[config.mk]
export PLATFORM = sky130hd
export DESIGN_NAME = wheel_encoder_edge_counter_core_flat
export DESIGN_NICKNAME = d
export VERILOG_FILES = /design/src/design/wec_pkg.sv /design/src/design/wec_if.sv /design/src/design/wheel_encoder_edge_counter_core.sv /design/src/design/wec_tap_cell.sv /design/src/design/wec_side.sv /design/src/flat_wrapper.sv
export SDC_FILE = /design/constraint.sdc
export NUM_CORES = 1
export LEC_CHECK = 0
export BUFFER_PORTS_ARGS = -buffer_cell sky130_fd_sc_hd__buf_4
export CAP_MARGIN = 20
export CORE_MARGIN = 3
export CORE_UTILIZATION = 50
export CTS_CLUSTER_DIAMETER = 200
export DETAILED_ROUTE_END_ITERATION = 10
export PLACE_DENSITY = 0.75
export SYNTH_ARGS = -nofsm -noshare
export SYNTH_HDL_FRONTEND = slang
export SYNTH_SLANG_ARGS = --single-unit
[constraint.sdc]
create_clock -name clk_i -period 5.3 [get_ports clk_i]
set_input_delay 0.53 -clock clk_i [delete_from_list [all_inputs] [get_ports clk_i]]
set_output_delay 0.53 -clock clk_i [all_outputs]
set_load 0.01 [all_outputs]
[src/design/wec_pkg.sv]
// Shared constants, types and helpers for the wheel encoder edge counter.
package wec_pkg;

  // Window and field sizes
  localparam int WindowDepth = 4;
  localparam int SampleBits  = 10;
  localparam int ThreshBits  = 10;
  localparam int CountBits   = 16;
  localparam int DepthBits   = $clog2(WindowDepth);
  localparam int SumBits     = SampleBits + DepthBits;
  localparam int LimBits     = ThreshBits + 1 + DepthBits;
  localparam int CmpBits     = (SumBits > LimBits) ? SumBits : LimBits;

  // Configuration port
  localparam int CfgIdxBits  = 1;
  localparam int CfgDataBits = ThreshBits;
  localparam logic [CfgIdxBits-1:0] CfgUpperIdx = 1'b0;
  localparam logic [CfgIdxBits-1:0] CfgLowerIdx = 1'b1;

  localparam logic [ThreshBits-1:0] UpperReset = 10'd480;
  localparam logic [ThreshBits-1:0] LowerReset = 10'd470;

  // Request function codes
  localparam logic FuncSample = 1'b0;
  localparam logic FuncClear  = 1'b1;

  // Area classes
  localparam logic AreaDark  = 1'b0;
  localparam logic AreaLight = 1'b1;

  typedef logic [SampleBits-1:0] sample_t;
  typedef logic [CountBits-1:0]  count_t;
  typedef logic [ThreshBits-1:0] thresh_t;
  typedef logic [CmpBits-1:0]    cmp_t;

  // Thresholds scaled to the window sum
  typedef struct packed {
    cmp_t upper_lim;  // sum at or above this: average above upper threshold
    cmp_t lower_lim;  // sum below this: average below lower threshold
  } wec_limits_t;

  // Per-side update strobes
  typedef struct packed {
    logic load;
    logic clear;
  } wec_side_ctrl_t;

  // floor(sum / depth) > t  <=>  sum >= (t + 1) * depth
  function automatic cmp_t scale_upper(thresh_t t);
    cmp_t base;
    base = cmp_t'(t) + cmp_t'(1);
    return base * cmp_t'(WindowDepth);
  endfunction

  // floor(sum / depth) < t  <=>  sum < t * depth
  function automatic cmp_t scale_lower(thresh_t t);
    return cmp_t'(t) * cmp_t'(WindowDepth);
  endfunction

endpackage

[src/design/wec_if.sv]
// Sample request and result channel interfaces.
interface wec_smp_if;
  logic              valid;
  logic              ready;
  logic              func;
  wec_pkg::sample_t  left_sample;
  wec_pkg::sample_t  right_sample;

  modport source (output valid, func, left_sample, right_sample, input ready);
  modport sink   (input valid, func, left_sample, right_sample, output ready);
endinterface

interface wec_res_if;
  logic             valid;
  logic             ready;
  wec_pkg::count_t  left_count;
  wec_pkg::count_t  right_count;
  logic             left_area;
  logic             right_area;

  modport source (output valid, left_count, right_count, left_area, right_area,
                  input ready);
  modport sink   (input valid, left_count, right_count, left_area, right_area,
                  output ready);
endinterface

[src/design/wheel_encoder_edge_counter_core.sv]
// A result is registered and valid in the cycle after its request is accepted.
// Throughput: one request per cycle while the output is not stalled; the output register takes a new result
// in the same cycle the previous one is taken.
// Reset clears the history cells, window sums, classes (dark) and tick counts
// and loads the default thresholds; no clearing pass, requests accepted at once.
module wheel_encoder_edge_counter_core (
  input  logic                                clk_i,
  input  logic                                rst_ni,
  input  logic                                cfg_we_i,
  input  logic [wec_pkg::CfgIdxBits-1:0]      cfg_idx_i,
  input  logic [wec_pkg::CfgDataBits-1:0]     cfg_wdata_i,
  wec_smp_if.sink                             in_if,
  wec_res_if.source                           out_if
);

  wec_pkg::wec_limits_t   limits_q, limits_d;
  wec_pkg::wec_side_ctrl_t side_ctrl;
  wec_pkg::count_t        left_cnt_nxt, right_cnt_nxt;
  logic                   left_area_nxt, right_area_nxt;
  logic                   in_accept;
  logic                   out_valid_q, out_valid_d;

  // Store thresholds already scaled to the window sum
  always_comb begin
    limits_d = limits_q;
    if (cfg_we_i) begin
      unique case (cfg_idx_i)
        wec_pkg::CfgUpperIdx: limits_d.upper_lim = wec_pkg::scale_upper(cfg_wdata_i);
        wec_pkg::CfgLowerIdx: limits_d.lower_lim = wec_pkg::scale_lower(cfg_wdata_i);
        default:              limits_d = limits_q;
      endcase
    end
  end

  always_ff @(posedge clk_i or negedge rst_ni) begin
    if (!rst_ni) begin
      limits_q.upper_lim <= wec_pkg::scale_upper(wec_pkg::UpperReset);
      limits_q.lower_lim <= wec_pkg::scale_lower(wec_pkg::LowerReset);
    end else begin
      limits_q <= limits_d;
    end
  end

  // Accept a request whenever the output register is free or being drained
  assign in_if.ready = !out_valid_q || out_if.ready;
  assign in_accept   = in_if.valid && in_if.ready;

  assign side_ctrl.load  = in_accept && (in_if.func == wec_pkg::FuncSample);
  assign side_ctrl.clear = in_accept && (in_if.func == wec_pkg::FuncClear);

  wec_side u_left (
    .clk_i       (clk_i),
    .rst_ni      (rst_ni),
    .ctrl_i      (side_ctrl),
    .sample_i    (in_if.left_sample),
    .limits_i    (limits_q),
    .count_nxt_o (left_cnt_nxt),
    .area_nxt_o  (left_area_nxt)
  );

  wec_side u_right (
    .clk_i       (clk_i),
    .rst_ni      (rst_ni),
    .ctrl_i      (side_ctrl),
    .sample_i    (in_if.right_sample),
    .limits_i    (limits_q),
    .count_nxt_o (right_cnt_nxt),
    .area_nxt_o  (right_area_nxt)
  );

  // Output register: fill on accept, drop when taken
  always_comb begin
    out_valid_d = out_valid_q;
    if (in_accept) begin
      out_valid_d = 1'b1;
    end else if (out_if.ready) begin
      out_valid_d = 1'b0;
    end
  end

  always_ff @(posedge clk_i or negedge rst_ni) begin
    if (!rst_ni) begin
      out_valid_q <= 1'b0;
    end else begin
      out_valid_q <= out_valid_d;
    end
  end

  always_ff @(posedge clk_i) begin
    if (in_accept) begin
      out_if.left_count  <= left_cnt_nxt;
      out_if.right_count <= right_cnt_nxt;
      out_if.left_area   <= left_area_nxt;
      out_if.right_area  <= right_area_nxt;
    end
  end

  assign out_if.valid = out_valid_q;

  // A clear request reports zero counts
  a_clear_zero: assert property (@(posedge clk_i) disable iff (!rst_ni)
    side_ctrl.clear |=> (out_if.left_count == '0) && (out_if.right_count == '0))
    else $error("clear request did not report zero counts");

  // Every accepted request shows up as a pending result
  a_accept_valid: assert property (@(posedge clk_i) disable iff (!rst_ni)
    in_accept |=> out_if.valid)
    else $error("accepted request produced no result");

  // A stalled result blocks new requests
  a_stall_block: assert property (@(posedge clk_i) disable iff (!rst_ni)
    (out_if.valid && !out_if.ready) |-> !in_if.ready)
    else $error("request accepted over a stalled result");

  // Load and clear strobes never fire together
  a_ctrl_excl: assert property (@(posedge clk_i) disable iff (!rst_ni)
    !(side_ctrl.load && side_ctrl.clear))
    else $error("load and clear strobes both active");

endmodule

[src/design/wec_tap_cell.sv]
// One history cell: holds a sample and passes it to the next cell on load.
module wec_tap_cell (
  input  logic             clk_i,
  input  logic             rst_ni,
  input  logic             shift_i,
  input  wec_pkg::sample_t d_i,
  output wec_pkg::sample_t q_o
);

  wec_pkg::sample_t tap_q;
  wec_pkg::sample_t tap_d;

  // Take the neighbor's sample on a shift, hold otherwise
  assign tap_d = shift_i ? d_i : tap_q;

  always_ff @(posedge clk_i or negedge rst_ni) begin
    if (!rst_ni) begin
      tap_q <= '0;
    end else begin
      tap_q <= tap_d;
    end
  end

  assign q_o = tap_q;

endmodule

[src/design/wec_side.sv]
// One side: history cell chain, running window sum, Schmitt trigger, tick counter.
module wec_side (
  input  logic                   clk_i,
  input  logic                   rst_ni,
  input  wec_pkg::wec_side_ctrl_t ctrl_i,
  input  wec_pkg::sample_t       sample_i,
  input  wec_pkg::wec_limits_t   limits_i,
  output wec_pkg::count_t        count_nxt_o,
  output logic                   area_nxt_o
);

  wec_pkg::sample_t taps [wec_pkg::WindowDepth];

  logic [wec_pkg::SumBits-1:0] sum_q, sum_d;
  logic [wec_pkg::SumBits:0]   sum_wide;
  wec_pkg::cmp_t               sum_cmp;
  wec_pkg::count_t             count_q, count_d;
  logic                        area_q, area_d, area_cls;

  // Chain of history cells, newest at the head
  for (genvar k = 0; k < wec_pkg::WindowDepth; k++) begin : g_tap
    wec_pkg::sample_t tap_in;
    if (k == 0) begin : g_head
      assign tap_in = sample_i;
    end else begin : g_link
      assign tap_in = taps[k-1];
    end
    wec_tap_cell u_cell (
      .clk_i   (clk_i),
      .rst_ni  (rst_ni),
      .shift_i (ctrl_i.load),
      .d_i     (tap_in),
      .q_o     (taps[k])
    );
  end

  // Add the new sample, drop the oldest one leaving the chain
  assign sum_wide = {1'b0, sum_q}
                  + (wec_pkg::SumBits + 1)'(sample_i)
                  - (wec_pkg::SumBits + 1)'(taps[wec_pkg::WindowDepth-1]);

  always_comb begin
    sum_d = sum_q;
    if (ctrl_i.load) begin
      sum_d = sum_wide[wec_pkg::SumBits-1:0];
    end
  end

  assign sum_cmp = wec_pkg::cmp_t'(sum_d);

  // Classify with hysteresis; light wins when both limits are crossed
  always_comb begin
    area_cls = area_q;
    if (sum_cmp >= limits_i.upper_lim) begin
      area_cls = wec_pkg::AreaDark;
    end
    if (sum_cmp < limits_i.lower_lim) begin
      area_cls = wec_pkg::AreaLight;
    end
  end

  // Count class changes, zero on clear
  always_comb begin
    count_d = count_q;
    area_d  = area_q;
    if (ctrl_i.clear) begin
      count_d = '0;
    end else if (ctrl_i.load) begin
      area_d = area_cls;
      if (area_cls != area_q) begin
        count_d = count_q + wec_pkg::count_t'(1);
      end
    end
  end

  always_ff @(posedge clk_i or negedge rst_ni) begin
    if (!rst_ni) begin
      sum_q   <= '0;
      count_q <= '0;
      area_q  <= wec_pkg::AreaDark;
    end else begin
      sum_q   <= sum_d;
      count_q <= count_d;
      area_q  <= area_d;
    end
  end

  assign count_nxt_o = count_d;
  assign area_nxt_o  = area_d;

endmodule
[src/flat_wrapper.sv]
// flat-port wrapper written by rule: the top's interface ports become plain ports
module wheel_encoder_edge_counter_core_flat 
  (clk_i, rst_ni, cfg_we_i, cfg_idx_i, cfg_wdata_i, in_if_valid, in_if_func, in_if_left_sample, in_if_right_sample, in_if_ready, out_if_valid, out_if_left_count, out_if_right_count, out_if_left_area, out_if_right_area, out_if_ready);
  wec_smp_if in_if_i ();
  wec_res_if out_if_i ();
  input  logic clk_i;
  input  logic rst_ni;
  input  logic cfg_we_i;
  input  logic [wec_pkg::CfgIdxBits-1:0] cfg_idx_i;
  input  logic [wec_pkg::CfgDataBits-1:0] cfg_wdata_i;
  input wire logic [$bits(in_if_i.valid)-1:0] in_if_valid;
  input wire logic [$bits(in_if_i.func)-1:0] in_if_func;
  input wire logic [$bits(in_if_i.left_sample)-1:0] in_if_left_sample;
  input wire logic [$bits(in_if_i.right_sample)-1:0] in_if_right_sample;
  output wire logic [$bits(in_if_i.ready)-1:0] in_if_ready;
  output wire logic [$bits(out_if_i.valid)-1:0] out_if_valid;
  output wire logic [$bits(out_if_i.left_count)-1:0] out_if_left_count;
  output wire logic [$bits(out_if_i.right_count)-1:0] out_if_right_count;
  output wire logic [$bits(out_if_i.left_area)-1:0] out_if_left_area;
  output wire logic [$bits(out_if_i.right_area)-1:0] out_if_right_area;
  input wire logic [$bits(out_if_i.ready)-1:0] out_if_ready;
  assign in_if_i.valid = in_if_valid;
  assign in_if_i.func = in_if_func;
  assign in_if_i.left_sample = in_if_left_sample;
  assign in_if_i.right_sample = in_if_right_sample;
  assign in_if_ready = in_if_i.ready;
  assign out_if_valid = out_if_i.valid;
  assign out_if_left_count = out_if_i.left_count;
  assign out_if_right_count = out_if_i.right_count;
  assign out_if_left_area = out_if_i.left_area;
  assign out_if_right_area = out_if_i.right_area;
  assign out_if_i.ready = out_if_ready;
  wheel_encoder_edge_counter_core u_core (.clk_i(clk_i), .rst_ni(rst_ni), .cfg_we_i(cfg_we_i), .cfg_idx_i(cfg_idx_i), .cfg_wdata_i(cfg_wdata_i), .in_if(in_if_i), .out_if(out_if_i));
endmodule
Word level (Yosys, flattened, before mapping)
Cells that the tools add are included.

word-level totals
  register bits after elaboration = 194
  bits in latches = 0
  memory bits (writable) = 0
  memory bits (read-only) = 0
  word-level logic and storage cells = 62
  memories = 0

cells by class
  add/sub/neg operators = 7
  multiply operators = 0
  divide/modulo/power cells = 0
  $lt $le $gt $ge = 4
  equal/unequal tests = 2
  shifts and indexed selects = 0
  multiplexer cells = 18
  bitwise operators = 2
  reductions and logical operators = 8

operators by type and width
  kind                                                             count
  16-bit 2-to-1 mux                                                6
  16-bit by 1-bit adder with 16-bit output, second input constant  2
  12-bit by 13-bit greater-or-equal comparator with 1-bit output   2
  12-bit by 10-bit adder with 12-bit output                        2
  12-bit < comparator                                              2
  12-bit 2-to-1 mux                                                2
  12-bit by 10-bit subtractor with 12-bit output                   2
  10-bit by 1-bit adder with 11-bit output, second input constant  1
  1-bit 2-to-1 mux                                                 10
  2-bit AND reduction                                              2
  1-bit logical AND                                                3
  1-bit != test                                                    2
  1-bit NOT                                                        2
  2-bit nonzero test                                               1
  1-bit logical NOT                                                1
  1-bit logical OR                                                 1

Logic depth before layout (Yosys ltp)
Gate-level depths: netlist of the first run.

  depth in word-level cells = 12
  mapped depth = 23
  depth with buffers taken out = 21

Hierarchy
A second synthesis of the first run with hierarchy kept.

second synthesis, totals
  cells, all modules = 965
  area, all modules = 10983.0 µm²

by module, submodules not included
  module                           instances  cells each  area an instance (µm²)
  wec_tap_cell                     8          21          411.6
  wec_side (u_core.u_left)         1          339         2907.8
  wec_side (u_core.u_right)        1          335         2750.1
  wheel_encoder_edge_counter_core  1          123         2031.9

Least setup slack after synthesis of the first run
OpenSTA, ideal clock, no wires.

  path type = input to register
  start point = input port in_if_left_sample[2]
  end point = register u_core.out_if.left_count[5], data pin
  data arrival time = 4.619 ns
  required time = 5.021 ns
  setup slack = 0.403 ns
  stages on the path = 21
  buffers on the path = 2
  cell sequence = inv_1 -> fa_1 -> inv_1 -> ha_1 -> a21o_1 -> a21o_1 -> a211oi_1 -> o21bai_1 -> a31oi_1 -> or4b_2 -> nand3_1 -> ha_1 -> a21oi_1 -> nand2_1 -> a221oi_1 -> nand3_1 -> a2bb2oi_1 -> clkbuf_1 -> buf_2 -> o311ai_0 -> o41ai_1

on the way
  cells in the longest elaborated chain, start to end = 10
  elaborated cells on any way between the ends = 11
  classes of those cells = 2 x add/sub; 2 x order compare; 1 x eq/ne; 6 x mux

ends and longest elaborated chain
  what                                                            line                                   text
  start: declaration                                              flat_wrapper.sv:13                     input wire logic [$bits(in_if_i.left_sample)-1:0] in_if_left_sample;
  12-bit by 10-bit adder with 12-bit output *                     wec_side.sv:39                         + (wec_pkg::SumBits + 1)'(sample_i)
  12-bit by 10-bit subtractor with 12-bit output *                wec_side.sv:40                         - (wec_pkg::SumBits + 1)'(taps[wec_pkg::WindowDepth-1]);
  12-bit 2-to-1 mux *                                             wec_side.sv:44                         if (ctrl_i.load) begin
  named net u_core.u_left.sum_d, one bit                          wec_side.sv:14                         logic [wec_pkg::SumBits-1:0] sum_q, sum_d;
  12-bit by 13-bit greater-or-equal comparator with 1-bit output  wec_side.sv:54                         if (sum_cmp >= limits_i.upper_lim) begin
  1-bit 2-to-1 mux                                                wec_side.sv:54
  1-bit 2-to-1 mux *                                              wec_side.sv:57                         if (sum_cmp < limits_i.lower_lim) begin
  1-bit != test *                                                 wec_side.sv:70                         if (area_cls != area_q) begin
  16-bit 2-to-1 mux *                                             wec_side.sv:70
  16-bit 2-to-1 mux *                                             wec_side.sv:68                         end else if (ctrl_i.load) begin
  16-bit 2-to-1 mux *                                             wec_side.sv:66                         if (ctrl_i.clear) begin
  named net u_core.left_cnt_nxt[5]                                wheel_encoder_edge_counter_core.sv:18  wec_pkg::count_t left_cnt_nxt, right_cnt_nxt;
  end signal: assignment                                          wheel_encoder_edge_counter_core.sv:91  out_if.left_count <= left_cnt_nxt;
  end: declaration                                                wec_if.sv:21                           modport source (output valid, left_count, right_count, left_area, right_area,

Mark *: on every way through the listed nets, which the timed path passes. The rest lies on a longest branch.
A chain may end at the register's enable or synchronous reset.

Worst setup path after layout of the first run
  start point = register u_core.u_right.sum_q[2] (netlist bit)
  end point = register u_core.out_if.right_count[15], data pin

on the way
  cells in the longest elaborated chain, start to end = 10
  elaborated cells on any way between the ends = 11
  classes of those cells = 2 x add/sub; 2 x order compare; 1 x eq/ne; 6 x mux

ends and longest elaborated chain
  what                                                            line                                   text
  start: declaration                                              wec_side.sv:14
  start signal: assignment                                        wec_side.sv:82                         sum_q <= sum_d;
  12-bit by 10-bit adder with 12-bit output *                     wec_side.sv:39
  12-bit by 10-bit subtractor with 12-bit output *                wec_side.sv:40
  12-bit 2-to-1 mux *                                             wec_side.sv:44
  named net u_core.u_right.sum_d, one bit                         wec_side.sv:14
  12-bit by 13-bit greater-or-equal comparator with 1-bit output  wec_side.sv:54
  1-bit 2-to-1 mux                                                wec_side.sv:54
  1-bit 2-to-1 mux *                                              wec_side.sv:57
  1-bit != test *                                                 wec_side.sv:70
  16-bit 2-to-1 mux *                                             wec_side.sv:70
  16-bit 2-to-1 mux *                                             wec_side.sv:68
  16-bit 2-to-1 mux *                                             wec_side.sv:66
  named net u_core.right_cnt_nxt[15]                              wheel_encoder_edge_counter_core.sv:18
  end signal: assignment                                          wheel_encoder_edge_counter_core.sv:92  out_if.right_count <= right_cnt_nxt;
  end: declaration                                                wec_if.sv:21

Marked as above.

==> flow_summary.json, run 1 <==
{
  "viasPerCell": 5.31,
  "yosysSeqAreaShare_pct": 49.8,
  "ioPinCount": 73,
  "ys_types": 57,
  "drtIter0Drc": 373,
  "cts_buffers": 17,
  "synth_edf_count": 34,
  "seq_area_sq_mm": 0.00504,
  "io_buffers": 72,
  "holdBufCountCts": 0,
  "rows": 51,
  "synth_most_common_cell": "nand2_1",
  "fmax_ghz": 0.199,
  "fin_total_pwr_mw": 5.85,
  "syn_avg_cell_area_sq_um": 9.62,
  "place_area_sq_mm": 0.0110,
  "crit_path_cell_trace": "inv_1 > fa_1 > inv_1 > ha_1 > nor2b_1 > o21ai_0 > a21boi_0 > o311a_1 > o211ai_1 > a21oi_1 > nand3b_1 > ha_1 > and4b_1 > nand4_1 > a2111o_1 > o211ai_2 > a21oi_2 > buf_12 > or4_1 > a21oi_1",
  "cts_resized": 0,
  "slowest_stage": "fa_1",
  "syn_area_sq_mm": 0.0101,
  "nets": 1249,
  "die_width_um": 148,
  "reg2reg_slack_ps": 280,
  "synth_largest_area_cell": "dfrtp_1",
  "grt_pass1_vias": 7258,
  "hold_viol": 0,
  "ant_nets": 0,
  "endpoint_kind": "register",
  "synth_area_leaders": "dfrtp_1, edfxtp_1, nand2_1",
  "routedWlPerCell_um": 14.3,
  "start_util_pct": 51.5,
  "track_usage_pct": 19.4,
  "worst-path-stages": 20,
  "core-area_sq_mm": 0.0197,
  "setup_slack_ps": 283,
  "setup_viol": 0,
  "period_minus_slack_ps": 5020,
  "power_leakage_nw": 5.71,
  "arrival_ps": 5260,
  "design_area_sq_mm": 0.0117,
  "crit_start": "u_core.u_right.sum_q[2]",
  "setup.worst_path.class": "reg2reg",
  "slew_violations": 0,
  "cts_buffer_depth": 2,
  "clkSinkCount": 194,
  "grt_pass1_wl_mm": 34.8,
  "drive_above_1_share_pct": 14.4,
  "vias": 7465,
  "synthFlopType": "dfrtp_1",
  "tns_ps": 0,
  "relSlewSlack_pct": 26.8,
  "die_h_um": 148,
  "power.density_mw_per_mm2": 500,
  "antenna_found_initial": 0,
  "clk_latency_ps": 430,
  "r2r-end": "u_core.out_if.right_count[15]",
  "cts_setup_buffers": 0,
  "synth_fp_nets": 1173,
  "grt-ovfl-total": 0,
  "critPathBufInv": 3,
  "clk_pin_slew_ps": 70,
  "drc": 0,
  "crit-reg2reg-launch": "u_core.u_right.sum_q[2]",
  "synth_commonest_cells": "nand2_1, dfrtp_1, inv_1, ha_1, o21ai_0",
  "synth_warnings": 0,
  "fill_cells": 1679,
  "place.gp.congestion": 0.897,
  "cp_top_family": "compound AO/OA/AOI/OAI gates",
  "maxCapViolations": 0,
  "ys_ff_latch": 194,
  "startpoint_type": "register",
  "rr_worst_depth": 20,
  "tritoncts": "done",
  "clock_skew_ps": 11.7,
  "root_buffer": "clkbuf_16",
  "synth_cells": 1051,
  "rsz0062_at_grt": "no",
  "wl_mm": 20.2,
  "h-tree-depth": 4,
  "hold_path_class": "in2async",
  "synth_top_area_share_pct": 36.9,
  "hpwl_mm": 14.3,
  "crit_fanout": 30,
  "async_reset_ff_share_pct": 82.5,
  "slowest_delay_ps": 500,
  "worst_pin_slew_ps": 1100,
  "fin_crit_sh_pct": 94.7,
  "dieArea_sq_mm": 0.0220,
  "syn2layout_area_growth_pct": 15.9,
  "antennaDiodeCount": 0,
  "vdd_drop_max_mv": 0.262,
  "status": "completed",
  "worstPathRequired_ps": 5540,
  "first_pass_iters": 5,
  "pre_cts_ws_ps": -47.0,
  "grt_max_degree": 112,
  "multi_input_comb_area_sq_mm": 0.00456
}
-- worst register-to-register path, cell delays in order (launching register included) --
cell      delay, ps
dfrtp_1         350
inv_1            70
fa_1            500
inv_1            40
ha_1            290
nor2b_1         140
o21ai_0         200
a21boi_0        190
o311a_1         360
o211ai_1        230
a21oi_1          90
nand3b_1        250
ha_1            340
and4b_1         220
nand4_1         100
a2111o_1        300
o211ai_2        190
a21oi_2         100
buf_12          160
or4_1           510
a21oi_1         210
-- kinds of logic (layout without fill, tap and decap cells) --
group	after synthesis	after routing	synth area share, %
AO/OA/AOI/OAI	183	183	11.1
buffers and inverters	144	233	5.47
adder cells (fa/ha/maj)	85	85	12.0
AND/OR/NAND/NOR	407	407	18.0
flip-flops	194	194	49.8
multiplexers	13	13	1.42
XOR/XNOR	25	25	2.17
-- through the flow --
step | hold slack (ps) | std cells | util [%]
floorplan | 234 | 1051 | -
global placement | 446 | 1372 | 56.1
detailed placement | 454 | 1372 | 56.1
CTS | 277 | 1404 | 59.4
global route | 38.1 | 1405 | 59.6
finish | 33.4 | 1405 | 59.6
-- how the worst max path moves through the flow --
stage                                     to  slack [ps]
2_1_floorplan    u_core.out_if.left_count[5]         400
3_3_place_gp    u_core.out_if.left_count[15]          60
3_5_place_dp    u_core.out_if.left_count[15]         -50
4_1_cts         u_core.out_if.left_count[15]         240
5_1_grt         u_core.out_if.left_count[11]          20
6_report       u_core.out_if.right_count[15]         280
-- routing by layer --
| layer | vias up | track usage, % | wire length [um] |
|---|---|---|---|
| li1 | 3718 | - | - |
| met1 | 3587 | 27.2 | 9680 |
| met2 | 143 | 31.3 | 9450 |
| met3 | 17 | 3.81 | 745 |
| met4 | 0 | 5.03 | 278 |
| met5 | - | 0 | 0 |
-- placed cells by master, fill, tap and decap left out, types with 3 or more instances in the layout --
cell type	count
xor2_1	12
a211oi_1	7
a21o_1	7
o31ai_1	17
edfxtp_1	34
nor3_1	9
fa_1	20
nand2b_1	8
nor2_1	24
nand3_1	27
xnor2_1	13
o21bai_1	3
nand2_1	268
nand3b_1	4
a21oi_1	41
o211ai_1	16
ha_1	65
o21ai_0	64
and3_1	10
clkbuf_16	17
inv_1	108
or4_1	15
bufinv_16	3
inv_8	5
o311ai_0	3
mux2_2	11
o21a_1	3
dfstp_2	11
or2_2	6
and4_1	3
dfrtp_1	149
o41ai_1	3
buf_4	88
a31oi_1	5
nand4_1	12
or3_1	8
a21oi_2	3
inv_6	3
-- cell type report --
type,instances,share of cell area (%)
clock buffers,18,3.66
multi-input cells,713,38.9
repair buffers,92,6.31
flip-flops and latches,194,43.0
well taps,265,2.83
inverters,109,3.49
clock inverters,14,1.83
-- where the power goes --
| part | internal, mW | total (mW) | switching, mW |
|---|---|---|---|
| sequential | 1.81 | 1.97 | 0.160 |
| clock | 0.773 | 1.38 | 0.607 |
| combinational | 1.08 | 2.50 | 1.42 |
-- state kept, by name, indices dropped and copies added (netlist names) --
| signal | flops |
|---|---|
| u_core.u_left.area_q | 1 |
| u_core.u_left.sum_q | 12 |
| u_core.u_left.g_tap.u_cell.q_o | 40 |
| u_core.out_if.left_area | 1 |
| u_core.out_if.right_area | 1 |
| u_core.u_right.g_tap.u_cell.q_o | 40 |
| u_core.out_if.valid | 1 |
| u_core.u_right.sum_q | 12 |
| u_core.out_if.right_count | 16 |
| u_core.out_if.left_count | 16 |
| u_core.u_right.count_q | 16 |
| u_core.u_left.count_q | 16 |
| u_core.limits_q | 21 |
| u_core.u_right.area_q | 1 |
No activity file was read; power rests on OpenSTA's default activity.
==> run 2, diff against run 1 <==
--- a/config.mk
+++ b/config.mk
@@ -5,6 +5,7 @@
 export SDC_FILE = /design/constraint.sdc
 export NUM_CORES = 1
 export LEC_CHECK = 0
+export ABC_AREA = 1
 export BUFFER_PORTS_ARGS = -buffer_cell sky130_fd_sc_hd__buf_4
 export CAP_MARGIN = 20
 export CORE_MARGIN = 3
==> run 2 against run 1 <==
  * Clock skew up 0.56 ps
  * Core utilization fell by 0.97 points
  * First-iteration DRC count up 56%
  * Clock power decreased by 4%
  * Die area up 3.8%
  * Sequential cell count unchanged
  * Synthesized cell count rose by 19%
  * Largest power group unchanged
==> flow_summary.json, run 2 <==
{
  "core-area_sq_mm": 0.0204,
  "yosys-mux-area-fraction_pct": 0.381,
  "status": "completed",
  "holdBufCountCts": 0,
  "root_buffer": "clkbuf_16",
  "routedWlPerCell_um": 13.6,
  "cts_resized": 0,
  "ioPinCount": 73,
  "syn_area_sq_mm": 0.0105,
  "drtIter0Drc": 582,
  "worstPathRequired_ps": 5490,
  "mostFrequentLayoutCell": "nand2_1",
  "ant_nets": 0,
  "synth_top_family_by_area": "simple AND/OR/NAND/NOR gates",
  "synth_top_area_share_pct": 35.5,
  "crit_fanout": 17,
  "antenna_found_initial": 0,
  "start_util_pct": 51.5,
  "place.gp.congestion": 0.914,
  "crit-reg2reg-launch": "u_core.u_right.sum_q[2]",
  "grt-ovfl-total": 0,
  "clk_latency_ps": 440,
  "maxCapViolations": 0,
  "crit_start": "u_core.u_right.sum_q[2]",
  "setup.worst_path.class": "reg2reg",
  "dieArea_sq_mm": 0.0228,
  "slowest_stage": "fa_1",
  "hold_path_class": "in2async",
  "crit_path_end": "u_core.out_if.right_count[7]",
  "rsz0062_at_grt": "no",
  "reg2reg_slack_ps": 590,
  "rr_worst_depth": 23,
  "slew_violations": 0,
  "hold_viol": 0,
  "place_area_sq_mm": 0.0114,
  "relSlewSlack_pct": 34.1,
  "tritoncts": "done",
  "h-tree-depth": 4,
  "synth_cells": 1249,
  "synth_largest_area_cell": "dfrtp_1",
  "hpwl_mm": 15.7,
  "clkSinkCount": 194,
  "synth_fp_nets": 1371,
  "design_area_sq_mm": 0.0120,
  "setup_slack_ps": 594,
  "yosysSeqAreaShare_pct": 47.9,
  "syn2layout_area_growth_pct": 14.0,
  "clock_skew_ps": 12.2,
  "vias": 8087,
  "antennaDiodeCount": 0,
  "first_pass_iters": 6,
  "crit_path_cell_trace": "inv_1 > fa_1 > inv_1 > ha_1 > nand2_1 > nor3_1 > nor2_1 > o21ai_0 > nand3_1 > o211ai_1 > nand2_1 > mux2i_1 > ha_1 > a21oi_1 > o21ai_0 > nor2_1 > nand2_1 > nand2_1 > nand2_1 > nand2_2 > nand2_1 > o21ai_0 > nor2_1",
  "cts_buffers": 17,
  "cts_buffer_depth": 2,
  "setup_viol": 0,
  "die_width_um": 151,
  "cts_setup_buffers": 0,
  "worst_pin_slew_ps": 985,
  "drive_above_1_share_pct": 10.6,
  "power.density_mw_per_mm2": 524,
  "drc": 0,
  "synth_edf_count": 34,
  "grt_pass1_wl_mm": 37.5,
  "layout_common_cells": "nand2_1, inv_1, dfrtp_1",
  "nets": 1443,
  "synth_simple_gate_area_share_pct": 20.9,
  "async_reset_ff_share_pct": 82.5,
  "synth_area_leaders": "dfrtp_1, nand2_1, edfxtp_1",
  "tns_ps": 0,
  "die_h_um": 151,
  "r2r-end": "u_core.out_if.right_count[7]",
  "synth_compound_area_share_pct": 8.05,
  "ys_types": 36,
  "track_usage_pct": 20.5,
  "fill_cells": 1823,
  "fin_crit_sh_pct": 88.8,
  "arrival_ps": 4890,
  "synth_warnings": 0,
  "io_buffers": 72,
  "synthFlopType": "dfrtp_1",
  "startpoint_type": "register",
  "viasPerCell": 5.04,
  "synth_xor_area_share_pct": 1.33,
  "rows": 52,
  "synth_fa_ha_area_share_pct": 11.5,
  "grt_pass1_vias": 7794,
  "ys_ff_latch": 194,
  "power_leakage_nw": 6.15,
  "syn_avg_cell_area_sq_um": 8.42,
  "pre_cts_ws_ps": 348,
  "clk_pin_slew_ps": 70,
  "finish.utilization_pct": 58.6,
  "wl_mm": 21.9,
  "fmax_ghz": 0.213,
  "synth_most_common_cell": "nand2_1",
  "period_minus_slack_ps": 4710,
  "cp_common_cell": "nand2_1",
  "endpoint_kind": "register",
  "vdd_drop_max_mv": 0.277,
  "synth_commonest_cells": "nand2_1, inv_1, dfrtp_1, o21ai_0, nor2_1",
  "grt_max_degree": 64,
  "slowest_delay_ps": 500
}
[run 2: cell type report]
class / instances / area, sq um / share of cell area (%)
repair buffers: 87 / 664 / 5.55
clock inverters: 14 / 176 / 1.47
multi-input cells: 783 / 4440 / 37.1
inverters: 238 / 893 / 7.46
flip-flops and latches: 194 / 5040 / 42.1
well taps: 270 / 338 / 2.82
clock buffers: 18 / 429 / 3.58
[run 2: worst max-delay path, delay by kind of cell (launching register included)]
kind | cells | cell delay [ps]
simple gates | 12 | 1500
fa+ha+maj | 3 | 1210
compound gates | 5 | 930
mux | 1 | 350
flops | 1 | 340
buf+inv | 2 | 110
[run 2: cell families after synthesis]
family,Yosys count
flops,194
compound gates,162
buf+inv,272
simple gates,516
xor+xnor,16
mux,4
fa+ha+maj,85
[run 2: power by group]
part	leakage, nW	internal, mW	switching (mW)
clock network	0.293	0.752	0.581
registers	2.37	1.83	0.157
logic	3.49	1.12	1.84
total	6.15	3.70	2.58
[run 2: worst min-delay path by stage]
stage                                                      from                                    end  slack [ps]  cells after the start
after detailed placement  u_core.u_right.g_tap[2].u_cell.q_o[5]  u_core.u_right.g_tap[3].u_cell.q_o[5]         460                      2
after CTS                                                rst_ni  u_core.u_right.g_tap[1].u_cell.q_o[4]          50                      1
after floorplan                                          rst_ni                    u_core.limits_q[11]         230                      0
final                                                    rst_ni  u_core.u_right.g_tap[2].u_cell.q_o[4]          50                      1
after global placement     u_core.u_left.g_tap[2].u_cell.q_o[3]   u_core.u_left.g_tap[3].u_cell.q_o[3]         450                      2
after global routing                                     rst_ni  u_core.u_right.g_tap[0].u_cell.q_o[3]          90                      1
[run 2: layer usage]
layer	vias to the layer above	track usage, %	share of wire (%)
li1	4110	-	-
met1	3767	29.3	48
met2	170	31.8	46
met3	40	3.89	3.8
met4	0	6.26	1.9
met5	-	0	0
[run 2: stage by stage]
| stage | hold WS [ps] | total power, mW | instances |
|---|---|---|---|
| 5_1_grt | 90.2 | 6.83 | 1604 |
| 3_3_place_gp | 452 | 4.81 | 1571 |
| 6_report | 52.1 | 6.28 | 1604 |
| 4_1_cts | 54.4 | 6.29 | 1603 |
| 2_1_floorplan | 234 | 4.18 | 1249 |
| 3_5_place_dp | 461 | 4.92 | 1571 |
